[config.mk]
export PLATFORM = sky130hd
export DESIGN_NAME = pfgs_front
export DESIGN_NICKNAME = d
export VERILOG_FILES = /design/src/rtl/periodic_frame_group_scheduler_unit_assert.svh /design/src/rtl/pfgs_pkg.sv /design/src/rtl/pfgs_front.sv
export SDC_FILE = /design/constraint.sdc
export NUM_CORES = 1
export LEC_CHECK = 0
export ABC_AREA = 1
export BUFFER_PORTS_ARGS = -buffer_cell sky130_fd_sc_hd__buf_2
export CORE_ASPECT_RATIO = 1.1
export CORE_MARGIN = 2
export CORE_UTILIZATION = 30
export DETAILED_ROUTE_END_ITERATION = 7
export GPL_ROUTABILITY_DRIVEN = 0
export GPL_TIMING_DRIVEN = 0
export PLACE_DENSITY = 0.63
export REMOVE_ABC_BUFFERS = 1
export SYNTH_ARGS = -nofsm -noshare
export SYNTH_HDL_FRONTEND = slang
export SYNTH_SLANG_ARGS = --single-unit
[constraint.sdc]
create_clock -name aclk -period 14.2 [get_ports aclk]
set_input_delay 0 -clock aclk [delete_from_list [all_inputs] [get_ports aclk]]
set_output_delay 0 -clock aclk [all_outputs]
set_load 0.01 [all_outputs]
[src/rtl/periodic_frame_group_scheduler_unit_assert.svh]
// ----------------------------------------------------------------------------
// Assertion macros for the frame group scheduler
// Concurrent checks that compile away when SYNTHESIS is defined.
// ----------------------------------------------------------------------------
`ifndef PERIODIC_FRAME_GROUP_SCHEDULER_UNIT_ASSERT_SVH
`define PERIODIC_FRAME_GROUP_SCHEDULER_UNIT_ASSERT_SVH
`ifndef SYNTHESIS
// property must hold at every clock edge outside reset
`define PFGS_ASSERT(lbl, prop) \
    lbl: assert property (@(posedge aclk) disable iff (!aresetn) prop) \
        else $error("pfgs: check failed");
// antecedent in one cycle implies consequent in the next
`define PFGS_ASSERT_NEXT(lbl, ante, cons) \
    lbl: assert property (@(posedge aclk) disable iff (!aresetn) ante |=> cons) \
        else $error("pfgs: sequence check failed");
`else
`define PFGS_ASSERT(lbl, prop)
`define PFGS_ASSERT_NEXT(lbl, ante, cons)
`endif
`endif

[src/rtl/pfgs_pkg.sv]
// ----------------------------------------------------------------------------
// pfgs_pkg
// Shared types and constants of the frame group scheduler.
// ----------------------------------------------------------------------------
package pfgs_pkg;

    localparam int DEF_NUM_GROUPS = 16;
    localparam int DEF_MAX_FRAMES = 8;
    localparam int ID_W           = 29;
    localparam int TIME_W         = 32;
    localparam int MAX_OUT        = 16;   // frames emitted per tick at most
    localparam int DIV_STEPS      = 32;   // one quotient bit per cycle

    typedef enum logic [1:0] {
        KIND_TICK   = 2'd0,
        KIND_ADD    = 2'd1,
        KIND_REMOVE = 2'd2,
        KIND_QUERY  = 2'd3
    } pfgs_kind_t;

    localparam logic [1:0] ST_NONE     = 2'd0;
    localparam logic [1:0] ST_APPENDED = 2'd0;
    localparam logic [1:0] ST_REPLACED = 2'd1;
    localparam logic [1:0] ST_FOUND    = 2'd1;
    localparam logic [1:0] ST_FULL     = 2'd2;
    localparam logic [1:0] ST_TOO_LONG = 2'd3;

    // command handed from front to back (ids and count travel alongside)
    typedef struct packed {
        pfgs_kind_t          kind;
        logic [TIME_W-1:0]   value;   // now for tick, period for add
        logic                over;    // staged sequence overflowed
    } pfgs_cmd_t;

    typedef struct packed {
        pfgs_kind_t          kind;
        logic [ID_W-1:0]     send_id;
        logic [3:0]          slot;
        logic [2:0]          pos;
        logic [1:0]          status;
        logic                last;
    } pfgs_res_t;

endpackage

[src/rtl/pfgs_front.sv]
// ----------------------------------------------------------------------------
// pfgs_front
// Accepts items, stages id sequences and queues complete commands.
// ----------------------------------------------------------------------------
module pfgs_front #(
    parameter int MAX_FRAMES = 8
) (
    input  logic                                 aclk,
    input  logic                                 aresetn,
    input  logic                                 s_tvalid,
    output logic                                 s_tready,
    input  pfgs_pkg::pfgs_kind_t                 kind,
    input  logic [pfgs_pkg::ID_W-1:0]            frame_id,
    input  logic                                 last,
    input  logic [pfgs_pkg::TIME_W-1:0]          period_ms,
    input  logic [pfgs_pkg::TIME_W-1:0]          now_ms,
    input  logic                                 q_full,
    output logic                                 q_push,
    output pfgs_pkg::pfgs_cmd_t                  q_cmd,
    output logic [$clog2(MAX_FRAMES+1)-1:0]      q_cnt,
    output logic [MAX_FRAMES*pfgs_pkg::ID_W-1:0] q_ids
);
    import pfgs_pkg::*;

    localparam int CW    = $clog2(MAX_FRAMES + 1);
    localparam int FW    = (MAX_FRAMES > 1) ? $clog2(MAX_FRAMES) : 1;
    localparam int ROW_W = MAX_FRAMES * ID_W;

    logic [ROW_W-1:0] stage_ids_reg, stage_ids_next;
    logic [CW-1:0]    stage_cnt_reg, stage_cnt_next;
    logic             stage_over_reg, stage_over_next;
    logic [ROW_W-1:0] stg_ids;
    logic [CW-1:0]    stg_cnt;
    logic             stg_over;
    logic             accept;

    assign s_tready = !q_full;
    assign accept   = s_tvalid && !q_full;

    always_comb begin
        stg_ids  = stage_ids_reg;
        stg_cnt  = stage_cnt_reg;
        stg_over = stage_over_reg;
        if (stage_cnt_reg < CW'(MAX_FRAMES)) begin
            stg_ids[stage_cnt_reg[FW-1:0]*ID_W +: ID_W] = frame_id;
            stg_cnt = stage_cnt_reg + CW'(1);
        end else begin
            stg_over = 1'b1;
        end

        stage_ids_next  = stage_ids_reg;
        stage_cnt_next  = stage_cnt_reg;
        stage_over_next = stage_over_reg;
        q_push          = 1'b0;
        q_cmd.kind      = kind;
        q_cmd.value     = now_ms;
        q_cmd.over      = 1'b0;
        q_cnt           = stg_cnt;
        q_ids           = stg_ids;
        if (accept) begin
            if (kind == KIND_TICK) begin
                q_push = 1'b1;
            end else begin
                stage_ids_next = stg_ids;
                if (last) begin
                    q_push          = 1'b1;
                    q_cmd.value     = period_ms;
                    q_cmd.over      = stg_over;
                    stage_cnt_next  = '0;
                    stage_over_next = 1'b0;
                end else begin
                    stage_cnt_next  = stg_cnt;
                    stage_over_next = stg_over;
                end
            end
        end
    end

    always_ff @(posedge aclk) begin
        if (!aresetn) begin
            stage_cnt_reg  <= '0;
            stage_over_reg <= 1'b0;
        end else begin
            stage_cnt_reg  <= stage_cnt_next;
            stage_over_reg <= stage_over_next;
        end
    end

    always_ff @(posedge aclk) begin
        stage_ids_reg <= stage_ids_next;
    end

endmodule

==> impl_metrics.yaml <==
detailed_routing:
  dr.pass1.iters: 7
  wl_per_cell_um: 18.54
  drt_iter0_markers: 719
  wl_mm: 40.22
  viasPerCell: 4.647
  drc: 0
  ant_nets: 0
  route.vias.total: 10080
cts:
  root_buffer: "clkbuf_16"
  cts_buffer_depth: 3
  clock_latency_ns: 0.56
  cts_buffers: 29
  cts_resized: 0
  tritoncts: "built"
  clkSinkCount: 237
  htree_levels: 1
  path_clk_slew_ns: 0.06
floorplanning:
  initial_core_util_pct: 30.33
  die_area_um2: 38920
  rows: 74
  die_w_um: 188.3
  die_y_um: 206.7
  fp.coreArea_um2: 36940
  pin_count: 373
timing:
  max_freq_ghz: 0.1985
  worstMarginPinSlew_ns: 1.342
  fin_ws_ns: 9.161
  setup_viol: 0
  period_minus_slack_ns: 5.039
  hold_slack_ns: 0.04841
  rsz0062_at_grt: "no"
  hold_viol: 0
  slew-limit-headroom_pct: 10.46
  slew_viol_final: 0
  finalCritPeriodShare_pct: 35.48
  finalSetupTns_ns: 0
  fin_skew_ns: 0.007755
finish:
  final_layout_size_suffix_gt1_share_pct: 27.10
  postLayoutCoreUtil_pct: 40.61
  nNetsFinal: 1756
  layout_common_cells: "nand2_1, buf_2, edfxtp_1"
  final_common_cell: "nand2_1"
  num_antenna_cells: 0
  syn_to_final_growth_pct: 33.88
  fin_cells: 2169
  largest_register_ffs: 232
setup_path:
  cp-start-kind: "register"
  path_cells: "buf_12, inv_1, ha_2, inv_1, nor3_1, nand2_2, nand2_1, nand2_1, buf_2"
  worst_path_largest_cell_delay_ns: 0.92
  critical_path_required_ns: 14.20
  end_kind: "output port"
  arrival_ns: 5.04
  crit_fanout: 33
  critPathSlowestCell: "ha_2"
  critical_path_class: "reg -> out"
power:
  p_leak_nw: 7.018
  ir_worst_vdd_mv: 0.1016
  cellPowerDensity_nw_per_um2: 114.2
global_routing:
  gr-total-overflow: 0
  grt_pass1_vias: 9477
  grt_start_max_net_pins: 42
  grt_pass1_wl_mm: 58.53
  antenna_found_initial: 0
  grtUsageTotal_pct: 19.73
synth:
  yosysUniqueCellTypes: 22
  ys_seq_area_share_pct: 63.06
  syn_inst: 1266
  yosys_warnings: 0
  ys_ff_latch: 237
  synthesis.area_um2: 11210
  syn_avg_cell_area_um2: 8.851
placement:
  hpwl_mm: 27.45
  place_inst: 2081
  io_buffers: 372
  post-place-ws_ns: 9.673
worst_hold_path:
  hold_path.class: "in -> reg"
flow_run:
  cap_violations: 0
run_status:
  status: "finished clean"
cell usage after synthesis:
library cell	n	area, µm²
nand2_1	756	2838
edfxtp_1	232	6967
nor2_1	75	281.5
inv_1	40	150.1
nand3_1	35	175.2
o21ai_0	30	150.1
clkbuf_1	26	97.59
buf_2	21	105.1
buf_4	18	135.1
a21oi_1	5	25.02
dfxtp_1	5	100.1
ha_1	4	50.05
nand2_2	4	25.02
nor2_2	4	25.02
buf_1	2	7.510
buf_6	2	22.52
nor2_4	2	22.52
inv_2	1	3.750
nand4_1	1	6.260
nor3_1	1	5.000
o21ai_1	1	5.000
xnor2_1	1	8.760
cells by family (layout without fill, tap and decap cells):
| family | Yosys count | count (layout) | synth area share (%) |
|---|---|---|---|
| simple gates | 878 | 878 | 30.15 |
| flops | 237 | 237 | 63.06 |
| buf+inv | 110 | 519 | 4.656 |
| compound gates | 36 | 36 | 1.608 |
| fa+ha+maj | 4 | 4 | 0.4466 |
| xor+xnor | 1 | 1 | 0.07817 |
where the power goes:
group          switching, W  internal (W)  total [W]
registers        0.00000691      0.000799   0.000805
logic              0.000127     0.0000702   0.000198
clock network      0.000298      0.000412   0.000710
cell type report:
cell class                 count  area (µm²)
clock buffer                  37       755.7
fill                        3656       21940
tap                          494       618.1
inverter                      41       153.9
multi-input combinational    919        3680
timing repair buffer         424        2582
clock inverter                17       143.9
sequential                   237        7068
critical path, delay by kind of cell, from the launching register on:
family	cells	cell delay (ns)
and+or+nand+nor	4	1.63
adders and majority gates	1	0.92
DFF	1	0.52
buffers and inverters	4	1.36
repair_timing:
| item | 4_1_cts | 5_1_grt |
|---|---|---|
| hold buffers | 34 | 0 |
| setup buffers | 0 | 0 |
| hold endpoints to repair | 176 | 0 |
worst paths after layout:
check | from | endpoint | slack (ns) | depth (start not counted)
worst max-delay path | stage_cnt_reg[0] | q_ids[202] | 9.16 | 9
worst min-delay path | q_full | stage_ids_reg[202] | 0.05 | 4
worst max register to register | stage_cnt_reg[0] | stage_ids_reg[175] | 9.62 | 8
worst min register to register | stage_over_reg | stage_over_reg | 0.48 | 2
per-stage QoR:
| step | instance area (µm²) | power [W] |
|---|---|---|
| floorplan | 10840 | 0.0009104 |
| global placement | 13320 | 0.001007 |
| detailed placement | 13760 | 0.001010 |
| CTS | 15000 | 0.001736 |
| global route | 15000 | 0.001777 |
| finish | 15000 | 0.001713 |
per-layer routing:
layer | up-vias | track usage (%) | routed length, µm
met1 | 4769 | 25.77 | 16770
met2 | 395 | 32.70 | 19330
met5 | - | 0 | 0
li1 | 4840 | - | -
met4 | 0 | 6.721 | 1150
met3 | 75 | 4.176 | 2971
Note: power is estimated with default switching activity, not from simulation.
