===== config.mk =====
export PLATFORM = sky130hd
export DESIGN_NAME = pfgs_fifo
export DESIGN_NICKNAME = d
export VERILOG_FILES = /design/src/rtl/periodic_frame_group_scheduler_unit_assert.svh /design/src/rtl/pfgs_fifo.sv
export SDC_FILE = /design/constraint.sdc
export NUM_CORES = 1
export LEC_CHECK = 0
export ABC_AREA = 1
export BUFFER_PORTS_ARGS = -buffer_cell sky130_fd_sc_hd__buf_2
export CAP_MARGIN = 20
export CELL_PAD_IN_SITES_DETAIL_PLACEMENT = 0
export CELL_PAD_IN_SITES_GLOBAL_PLACEMENT = 1
export CORE_MARGIN = 2
export CORE_UTILIZATION = 42
export CTS_CLUSTER_SIZE = 30
export DETAILED_ROUTE_END_ITERATION = 12
export PLACE_DENSITY_LB_ADDON = 0.12
export SYNTH_ARGS = -nofsm -noshare
export SYNTH_HDL_FRONTEND = slang
export SYNTH_SLANG_ARGS = --single-unit
export TNS_END_PERCENT = 30

===== constraint.sdc =====
create_clock -name aclk -period 3.3 [get_ports aclk]
set_input_delay 0.66 -clock aclk [delete_from_list [all_inputs] [get_ports aclk]]
set_output_delay 0.66 -clock aclk [all_outputs]
set_load 0.05 [all_outputs]

===== src/rtl/periodic_frame_group_scheduler_unit_assert.svh =====
// ----------------------------------------------------------------------------
// Assertion macros for the frame group scheduler
// Concurrent checks that compile away when SYNTHESIS is defined.
// ----------------------------------------------------------------------------
`ifndef PERIODIC_FRAME_GROUP_SCHEDULER_UNIT_ASSERT_SVH
`define PERIODIC_FRAME_GROUP_SCHEDULER_UNIT_ASSERT_SVH
`ifndef SYNTHESIS
// property must hold at every clock edge outside reset
`define PFGS_ASSERT(lbl, prop) \
    lbl: assert property (@(posedge aclk) disable iff (!aresetn) prop) \
        else $error("pfgs: check failed");
// antecedent in one cycle implies consequent in the next
`define PFGS_ASSERT_NEXT(lbl, ante, cons) \
    lbl: assert property (@(posedge aclk) disable iff (!aresetn) ante |=> cons) \
        else $error("pfgs: sequence check failed");
`else
`define PFGS_ASSERT(lbl, prop)
`define PFGS_ASSERT_NEXT(lbl, ante, cons)
`endif
`endif


===== src/rtl/pfgs_fifo.sv =====
// ----------------------------------------------------------------------------
// pfgs_fifo
// Two-entry command queue between front and back.
// ----------------------------------------------------------------------------
module pfgs_fifo #(
    parameter int DATA_W = 8
) (
    input  logic              aclk,
    input  logic              aresetn,
    input  logic              push,
    input  logic [DATA_W-1:0] push_data,
    output logic              full,
    input  logic              pop,
    output logic [DATA_W-1:0] pop_data,
    output logic              empty
);

    logic [DATA_W-1:0] mem_reg [2];
    logic              wr_ptr_reg;
    logic              rd_ptr_reg;
    logic [1:0]        cnt_reg;
    logic              do_push;
    logic              do_pop;

    assign full     = (cnt_reg == 2'd2);
    assign empty    = (cnt_reg == 2'd0);
    assign do_push  = push && !full;
    assign do_pop   = pop && !empty;
    assign pop_data = mem_reg[rd_ptr_reg];

    always_ff @(posedge aclk) begin
        if (!aresetn) begin
            wr_ptr_reg <= 1'b0;
            rd_ptr_reg <= 1'b0;
            cnt_reg    <= 2'd0;
        end else begin
            if (do_push) begin
                wr_ptr_reg <= !wr_ptr_reg;
            end
            if (do_pop) begin
                rd_ptr_reg <= !rd_ptr_reg;
            end
            if (do_push && !do_pop) begin
                cnt_reg <= cnt_reg + 2'd1;
            end else if (do_pop && !do_push) begin
                cnt_reg <= cnt_reg - 2'd1;
            end
        end
    end

    always_ff @(posedge aclk) begin
        if (do_push) begin
            mem_reg[wr_ptr_reg] <= push_data;
        end
    end

endmodule


==> out/summary.md, run 1 <==
Of the synthesized area, sequential elements account for 69.9%. For the max-slew violation count, the log shows 0. In the routed layout, each cell is associated on average with a via count of 4.39.

For this block, the initial DRC count from the detailed router was 4. The first global-routing pass estimated 2040 um of wire. Leaving out fill and tap cells, the most frequent cells in the layout are 21 x buf_2, 16 x edfxtp_1, 9 x nor2_1, 8 x mux2_2.

The tool flagged a number of max-cap violations equal to 0. The register with the most flip-flops in the layout has 16 of them. The number of clock buffers added by TritonCTS is 3. The number of global-route vias before repair is 481.

The run gives 22 as the top-level port count. For the via count, the log shows 500. Power spread over the standard cell area amounts to 835 nW/um^2. The type of the tightest min-delay check is reg -> reg.

The count of mapped cells out of synthesis was 63. The tools report the category of the worst setup path capture point as an output port. Clock latency on the worst-skew pair, taken at its later pin, is 0.28 ns. For this run, design rule violations remaining after detail routing come to 0. The tools report the maximum count of clock buffers along a single path as 2. For the worst setup path, the data required time is 2.64 ns. Summed over its instances, the top area cell type makes up 57.8% of the synthesized netlist area. The run gives 3 as the first-pass iteration count of the detailed router.

The cell with the largest stage delay on the worst path is dfxtp_1. For this run, the post-layout net count is 101. The average instance in the mapped netlist occupies 13.2 um^2. The tree is rooted in a clkbuf_4. The average wire per standard cell came out at 10.1 um.

Leading cell type in the layout, fill and taps excluded: buf_2. Initial cell density of the core: 43.2%. The detail route stage leaves a number of antenna-violating nets equal to 0. The area growth from synthesis to layout is 19.3%. For the global-route usage over all layers, the log shows 11.1%. The logs give 831 um^2 for the area of the mapped netlist and 0.668 for the routability-driven placement congestion ratio. The final hold violation count was 0. After layout, the worst setup slack is 1.23 ns. Adding up every negative setup slack in the final design gives 0 ns. The biggest area contributor in the post-synthesis netlist is edfxtp_1. For the initial antenna violation count, the log shows 0. The number of library cell types mapped by synthesis is 16, and the clock transition at the register clock pins on the worst setup and hold paths after CTS is 0.10 ns. Input and output buffers added on the ports amount to 21. After layout, the design draws a total of 827 uW. Chip height: 48.5 um. The logs give 54.0% for the relative slew slack and 1920 um^2 for the standard cell core area. Entering global routing, the biggest net connects 12 pins. In this run the static leakage power is 0.000407 uW. Hold buffer count at cts: 0.

After global routing, the most crowded layer is met2. For the finished layout, the period the worst path requires is 2.07 ns. Data arrives at the worst endpoint at 1.41 ns. The worst setup path is launched from a flop. At the pin with the least slew margin, the transition time is 0.688 ns. TritonCTS built the clock tree. For this run, global-route usage on met3 was measured as 3.40%. In this run the post-CTS setup repair buffer count came out at 0. Walking the worst path, the cells encountered are mux2_2, buf_2. The total global routing overflow is 0, and the fraction of the core area covered by cells at the end of the flow is 51.6%.

The global-route met1 utilization was 14.0%; the count of synthesis-stage warnings from yosys was 0. Based on the critical path, the design can be clocked at up to 0.482 GHz. Prior to clock tree synthesis, the placed netlist has a worst setup slack of 1.52 ns. The start-to-end type of the worst setup path is reg -> out. The HPWL after detailed placement is 844 um. Sorting the synthesized cells by area gives the leading types as edfxtp_1 58%, dfxtp_1 12%, mux2_2 11%, nor2_1 4.1%, inv_1 2.7%. In this run the worst path has a maximum fanout of 8. The logs give 76 for the net count of the mapped netlist and 18.1% for the met2 global-route usage. The logs give 1 for the CTS H-tree depth and 0 for the number of gates resized after CTS. The run finished with clean final reports. The die is 48.5 um wide. The worst clock skew was 0.00547 ns; the antenna diode count was 0.

The final critical path takes up 62.9% of the cycle. VDD sags by at most 523 uV. The share of cells above drive strength 1 works out to 43.7%.

In this run the core area contains 16 standard-cell rows. After synthesis the netlist holds a flip-flop and latch count of 21. For this block, the routed nets add up to 1150 um of wire. The die covers 2350 um^2. Setup violations remaining at the end of the flow were counted as 0. Setup repair after global routing left no endpoint under its margin. On the worst path, the slowest cell contributes a delay of 0.55 ns. CTS saw 21 sinks.
==> path summary, 6_finish.rpt <==
path                            from                      end  slack [ns]  cells after the start
max reg2reg  cnt_reg[0]$_SDFFE_PN0P_  mem_reg[0][5]$_DFFE_PP_        1.75                      2
min reg2reg  wr_ptr_reg$_SDFFE_PN0P_  wr_ptr_reg$_SDFFE_PN0P_        0.51                      2
min          wr_ptr_reg$_SDFFE_PN0P_  wr_ptr_reg$_SDFFE_PN0P_        0.51                      2
max                             flop              pop_data[4]        1.23                      2
==> layer usage <==
layer / share of wire, % / vias up
li1: - / 263
met1: 45 / 224
met2: 48 / 13
met3: 6.6 / 0
met4: 0 / 0
met5: 0 / -
==> worst max-delay path: cells and delay by family, from the launching register on <==
kind,cells,cell delay (ns)
buffers and inverters,1,0.21
DFF,1,0.55
muxes,1,0.38
==> Yosys cell counts, drive strengths merged <==
cell and number:
edfxtp 16, nor2 11, inv 9, mux2 8
nand2 6, dfxtp 5, o21ai 3, a21oi 1
buf 1, ha 1, nand3 1, nand4 1
==> cell families (layout without fill, tap and decap cells) <==
| kind of cell | after synthesis | after routing | share of synthesized area [%] |
|---|---|---|---|
| compound gates | 4 | 4 | 2.86 |
| fa+ha+maj | 1 | 1 | 1.51 |
| simple gates | 19 | 19 | 10.2 |
| buf+inv | 10 | 34 | 4.67 |
| mux | 8 | 8 | 10.8 |
| flops | 21 | 21 | 69.9 |
==> report_power, final <==
| group | internal (uW) | total, uW | switching (uW) |
|---|---|---|---|
| logic | 96.5 | 342 | 245 |
| clock network | 46.8 | 111 | 63.8 |
| registers | 338 | 375 | 37.0 |
| total | 481 | 827 | 346 |
==> per-stage QoR <==
step	cell area (um^2)	cells	hold WS (ns)
4_1_cts	991	114	0.512
2_1_floorplan	831	63	0.467
3_3_place_gp	965	110	0.483
6_report	991	114	0.508
3_5_place_dp	965	110	0.488
5_1_grt	991	114	0.530
==> cell type report <==
| class | instances | area, um^2 |
|---|---|---|
| tap | 27 | 33.8 |
| clock buffer | 4 | 26.3 |
| sequential | 21 | 581 |
| fill | 200 | 931 |
| inverter | 9 | 33.8 |
| multi-input combinational | 32 | 211 |
| timing repair buffer | 21 | 105 |
Power figures use the tool's default switching activity.
==> run 2, diff against run 1 <==
--- a/config.mk
+++ b/config.mk
@@ -11,7 +11,7 @@
 export CELL_PAD_IN_SITES_DETAIL_PLACEMENT = 0
 export CELL_PAD_IN_SITES_GLOBAL_PLACEMENT = 1
 export CORE_MARGIN = 2
-export CORE_UTILIZATION = 42
+export CORE_UTILIZATION = 39
 export CTS_CLUSTER_SIZE = 30
 export DETAILED_ROUTE_END_ITERATION = 12
 export PLACE_DENSITY_LB_ADDON = 0.12
==> constraint.sdc (replaced) <==
create_clock -name aclk -period 2 [get_ports aclk]
set_input_delay 0.4 -clock aclk [delete_from_list [all_inputs] [get_ports aclk]]
set_output_delay 0.4 -clock aclk [all_outputs]
set_load 0.05 [all_outputs]
==> run 2 against run 1 <==
Net effect: hold slack lost 0.22 ns; setup slack lost 1.1 ns; routed wire length grew 4.4%; total power grew 68%; clock power grew 71%; count of clock-buffer cells in the layout shrank 1; clock skew shrank 0.0040 ns; non-clock buffer count grew 2; final area grew 1.6%; critical path depth is the same; largest cell class unchanged.
==> out/summary.md, run 2 (synthesized netlist as in run 1, its figures left out) <==
Based on the critical path, the design can be clocked at up to 0.542 GHz. Overall power consumption: 1390 uW (was 827 uW). Commonest non-fill, non-tap cells in the layout: 21 x buf_2, 16 x edfxtp_1, 9 x nor2_1, 8 x mux2_2 (unchanged). For the standard cell core area, the log shows 1980 um^2 (was 1920 um^2). The maximum count of clock buffers along a single path came out at 2 (unchanged).

The share of cells above drive strength 1 is 46.1% (was 43.7%), and the average wire per standard cell is 10.4 um (was 10.1 um). The leading cell type in the layout, fill and taps excluded was buf_2 (unchanged). The logs give 41.9% (was 43.2%) for the initial cell density of the core and 16 (unchanged) for the number of standard-cell rows in the floorplan. After layout, the minimum clock period comes to 1.84 ns.

Estimated wirelength of the detail-placed design: 888 um (was 844 um). Routed length on met2: 572 um (was 555 um). The worst path setup slack after routing is 0.156 ns (was 1.23 ns), and the worst setup timing slack at the placement stage is 0.469 ns (was 1.52 ns).

Start-to-end type of the worst setup path: reg -> out (unchanged). The tools report the number of clock buffers inserted by TritonCTS as 3 (unchanged). Initial antenna violation count: 0 (unchanged). The clock latency reported for the late side of the worst-skew pair was 0.29 ns (was 0.28 ns); the arrival time of the worst setup path was 1.44 ns (was 1.41 ns). The logs give 4 (was 3) for the first-pass iteration count of the detailed router and 71 um (was 76 um) for the met3 wirelength from detailed routing. The total global routing overflow is 0 (unchanged), and the antenna diode count is 0 (unchanged). The maximum number of pins on one net before global-route repair was 13 (was 12). For the die area, the log shows 2520 um^2 (was 2350 um^2). The tools report the root buffer cell as clkbuf_4 (unchanged). The logs give 635 uV (was 523 uV) for the peak supply drop and 7 (was 4) for the violation count after the first detailed-route iteration.

The highest signal layer in the routed design is met4 (was met3). The tools report the category of the worst setup path launch point as a flop (unchanged). The relative slew slack was 72.2% (was 54.0%); the top-level port count was 22 (unchanged). The chip height is 50.2 um (was 48.5 um), and the routed wire length is 1200 um (was 1150 um). The type of the tightest min-delay check is in -> reg (was reg -> reg). The tools report the via count as 509 (was 500).

TritonCTS built the clock tree. The number of global-route vias before repair is 458 (was 481). The tools report the final-layout setup total negative slack as 0 ns (unchanged).

The run gives 0.00149 ns (was 0.00547 ns) as the worst clock skew. Number of nets in the layout: 103 (was 101). Global-route usage over all layers: 9.83% (was 11.1%). The routability-driven placement congestion ratio was 0.787 (was 0.668). The transition time at the pin with the least slew margin works out to 0.416 ns (was 0.688 ns).

Category of the worst setup path capture point: an output port (unchanged). Max-slew violation count: 0 (unchanged). The x dimension of the die came out at 50.2 um (was 48.5 um). The number of gates resized after CTS was 0 (unchanged). The tools report the remaining number of nets flagged by the antenna check after routing as 0 (unchanged). Setup repair after global routing left no endpoint under its margin. The first-pass GRT wire length came out at 1850 um (was 2040 um).

The max-capacitance violation count is 0 (unchanged), and the area added between synthesis and finish is 21.2% (was 19.3%). For the CTS H-tree depth, the log shows 1 (unchanged). The total number of clock tree sinks came out at 21 (unchanged). Of the available clock period, the critical path in the final layout requires 92.2%. The total of buffers placed on input and output ports is 21 (unchanged). The run gives 0 (unchanged) as the number of endpoints failing setup at the final stage. The number of flip-flops under the largest register name is 16 (unchanged), and the leakage power total is 0.000421 uW (was 0.000407 uW).

The number of DRC violations after detailed routing was 0 (unchanged). The final hold violation count is 0 (unchanged). Clock transition at the register clock pins on the worst setup and hold paths after CTS: 0.11 ns (was 0.10 ns).

For the post-CTS setup repair buffer count, the log shows 0 (unchanged). The run finished with clean final reports. The routed via count divided by cell count is 4.39 (about the same). The power per cell area is 1380 nW/um^2 (was 835 nW/um^2), and the hold buffer count at cts is 0 (unchanged). The maximum net fanout on the critical path was 8 (unchanged).

The required time of the critical path is 1.60 ns (was 2.64 ns), and the wire length the detailed router placed on met1 is 550 um (was 519 um).
run 2: changes by cell type in the layout (fill, tap and decap cells not counted):
cell,before,now
buf_4,0,2
clkinv_2,0,1
clkbuf_1,1,0
run 2: through the flow:
step	area, um^2	instances	util (%)	hold WS [ns]
after floorplan	831	63	-	0.467
after global routing	1010	116	50.8	0.272
final	1010	116	50.8	0.293
after global placement	980	112	49.4	0.478
after detailed placement	980	112	49.4	0.503
after CTS	1010	116	50.8	0.282
run 2: path summary, 6_finish.rpt:
path,to,startpoint,depth (start not counted),slack (ns)
worst max-delay path,pop_data[1],flop,2,0.16
worst min-delay path,mem_reg[0][7]$_DFFE_PP_,push_data[7],1,0.29
worst max register to register,mem_reg[1][3]$_DFFE_PP_,cnt_reg[0]$_SDFFE_PN0P_,3,0.51
worst min register to register,wr_ptr_reg$_SDFFE_PN0P_,wr_ptr_reg$_SDFFE_PN0P_,2,0.52
run 2: cell type report:
cell class                      count  area [um^2]
Clock buffer                        3         22.5
Clock inverter                      1         5.00
Fill cell                         193          975
Inverter                            9         33.8
Multi-Input combinational cell     32          211
Sequential cell                    21          581
Tap cell                           27         33.8
Timing Repair Buffer               23          120
run 2: power by group:
part | switching [uW] | internal, uW | leakage (uW)
Combinational | 408 | 169 | 0.000212
Clock | 116 | 74.2 | 0.0000177
Sequential | 61.4 | 556 | 0.000191
run 2: metal layers:
metal	track usage [%]	up-vias
met2	15.8	12
met3	2.68	2
met1	12.4	228
met4	4.17	0
li1	-	267
met5	0	-
run 2: worst max-delay path, stage by stage, from the launching register on:
cell and delay [ns]:
dfxtp_1 0.56, mux2_2 0.39, buf_2 0.21
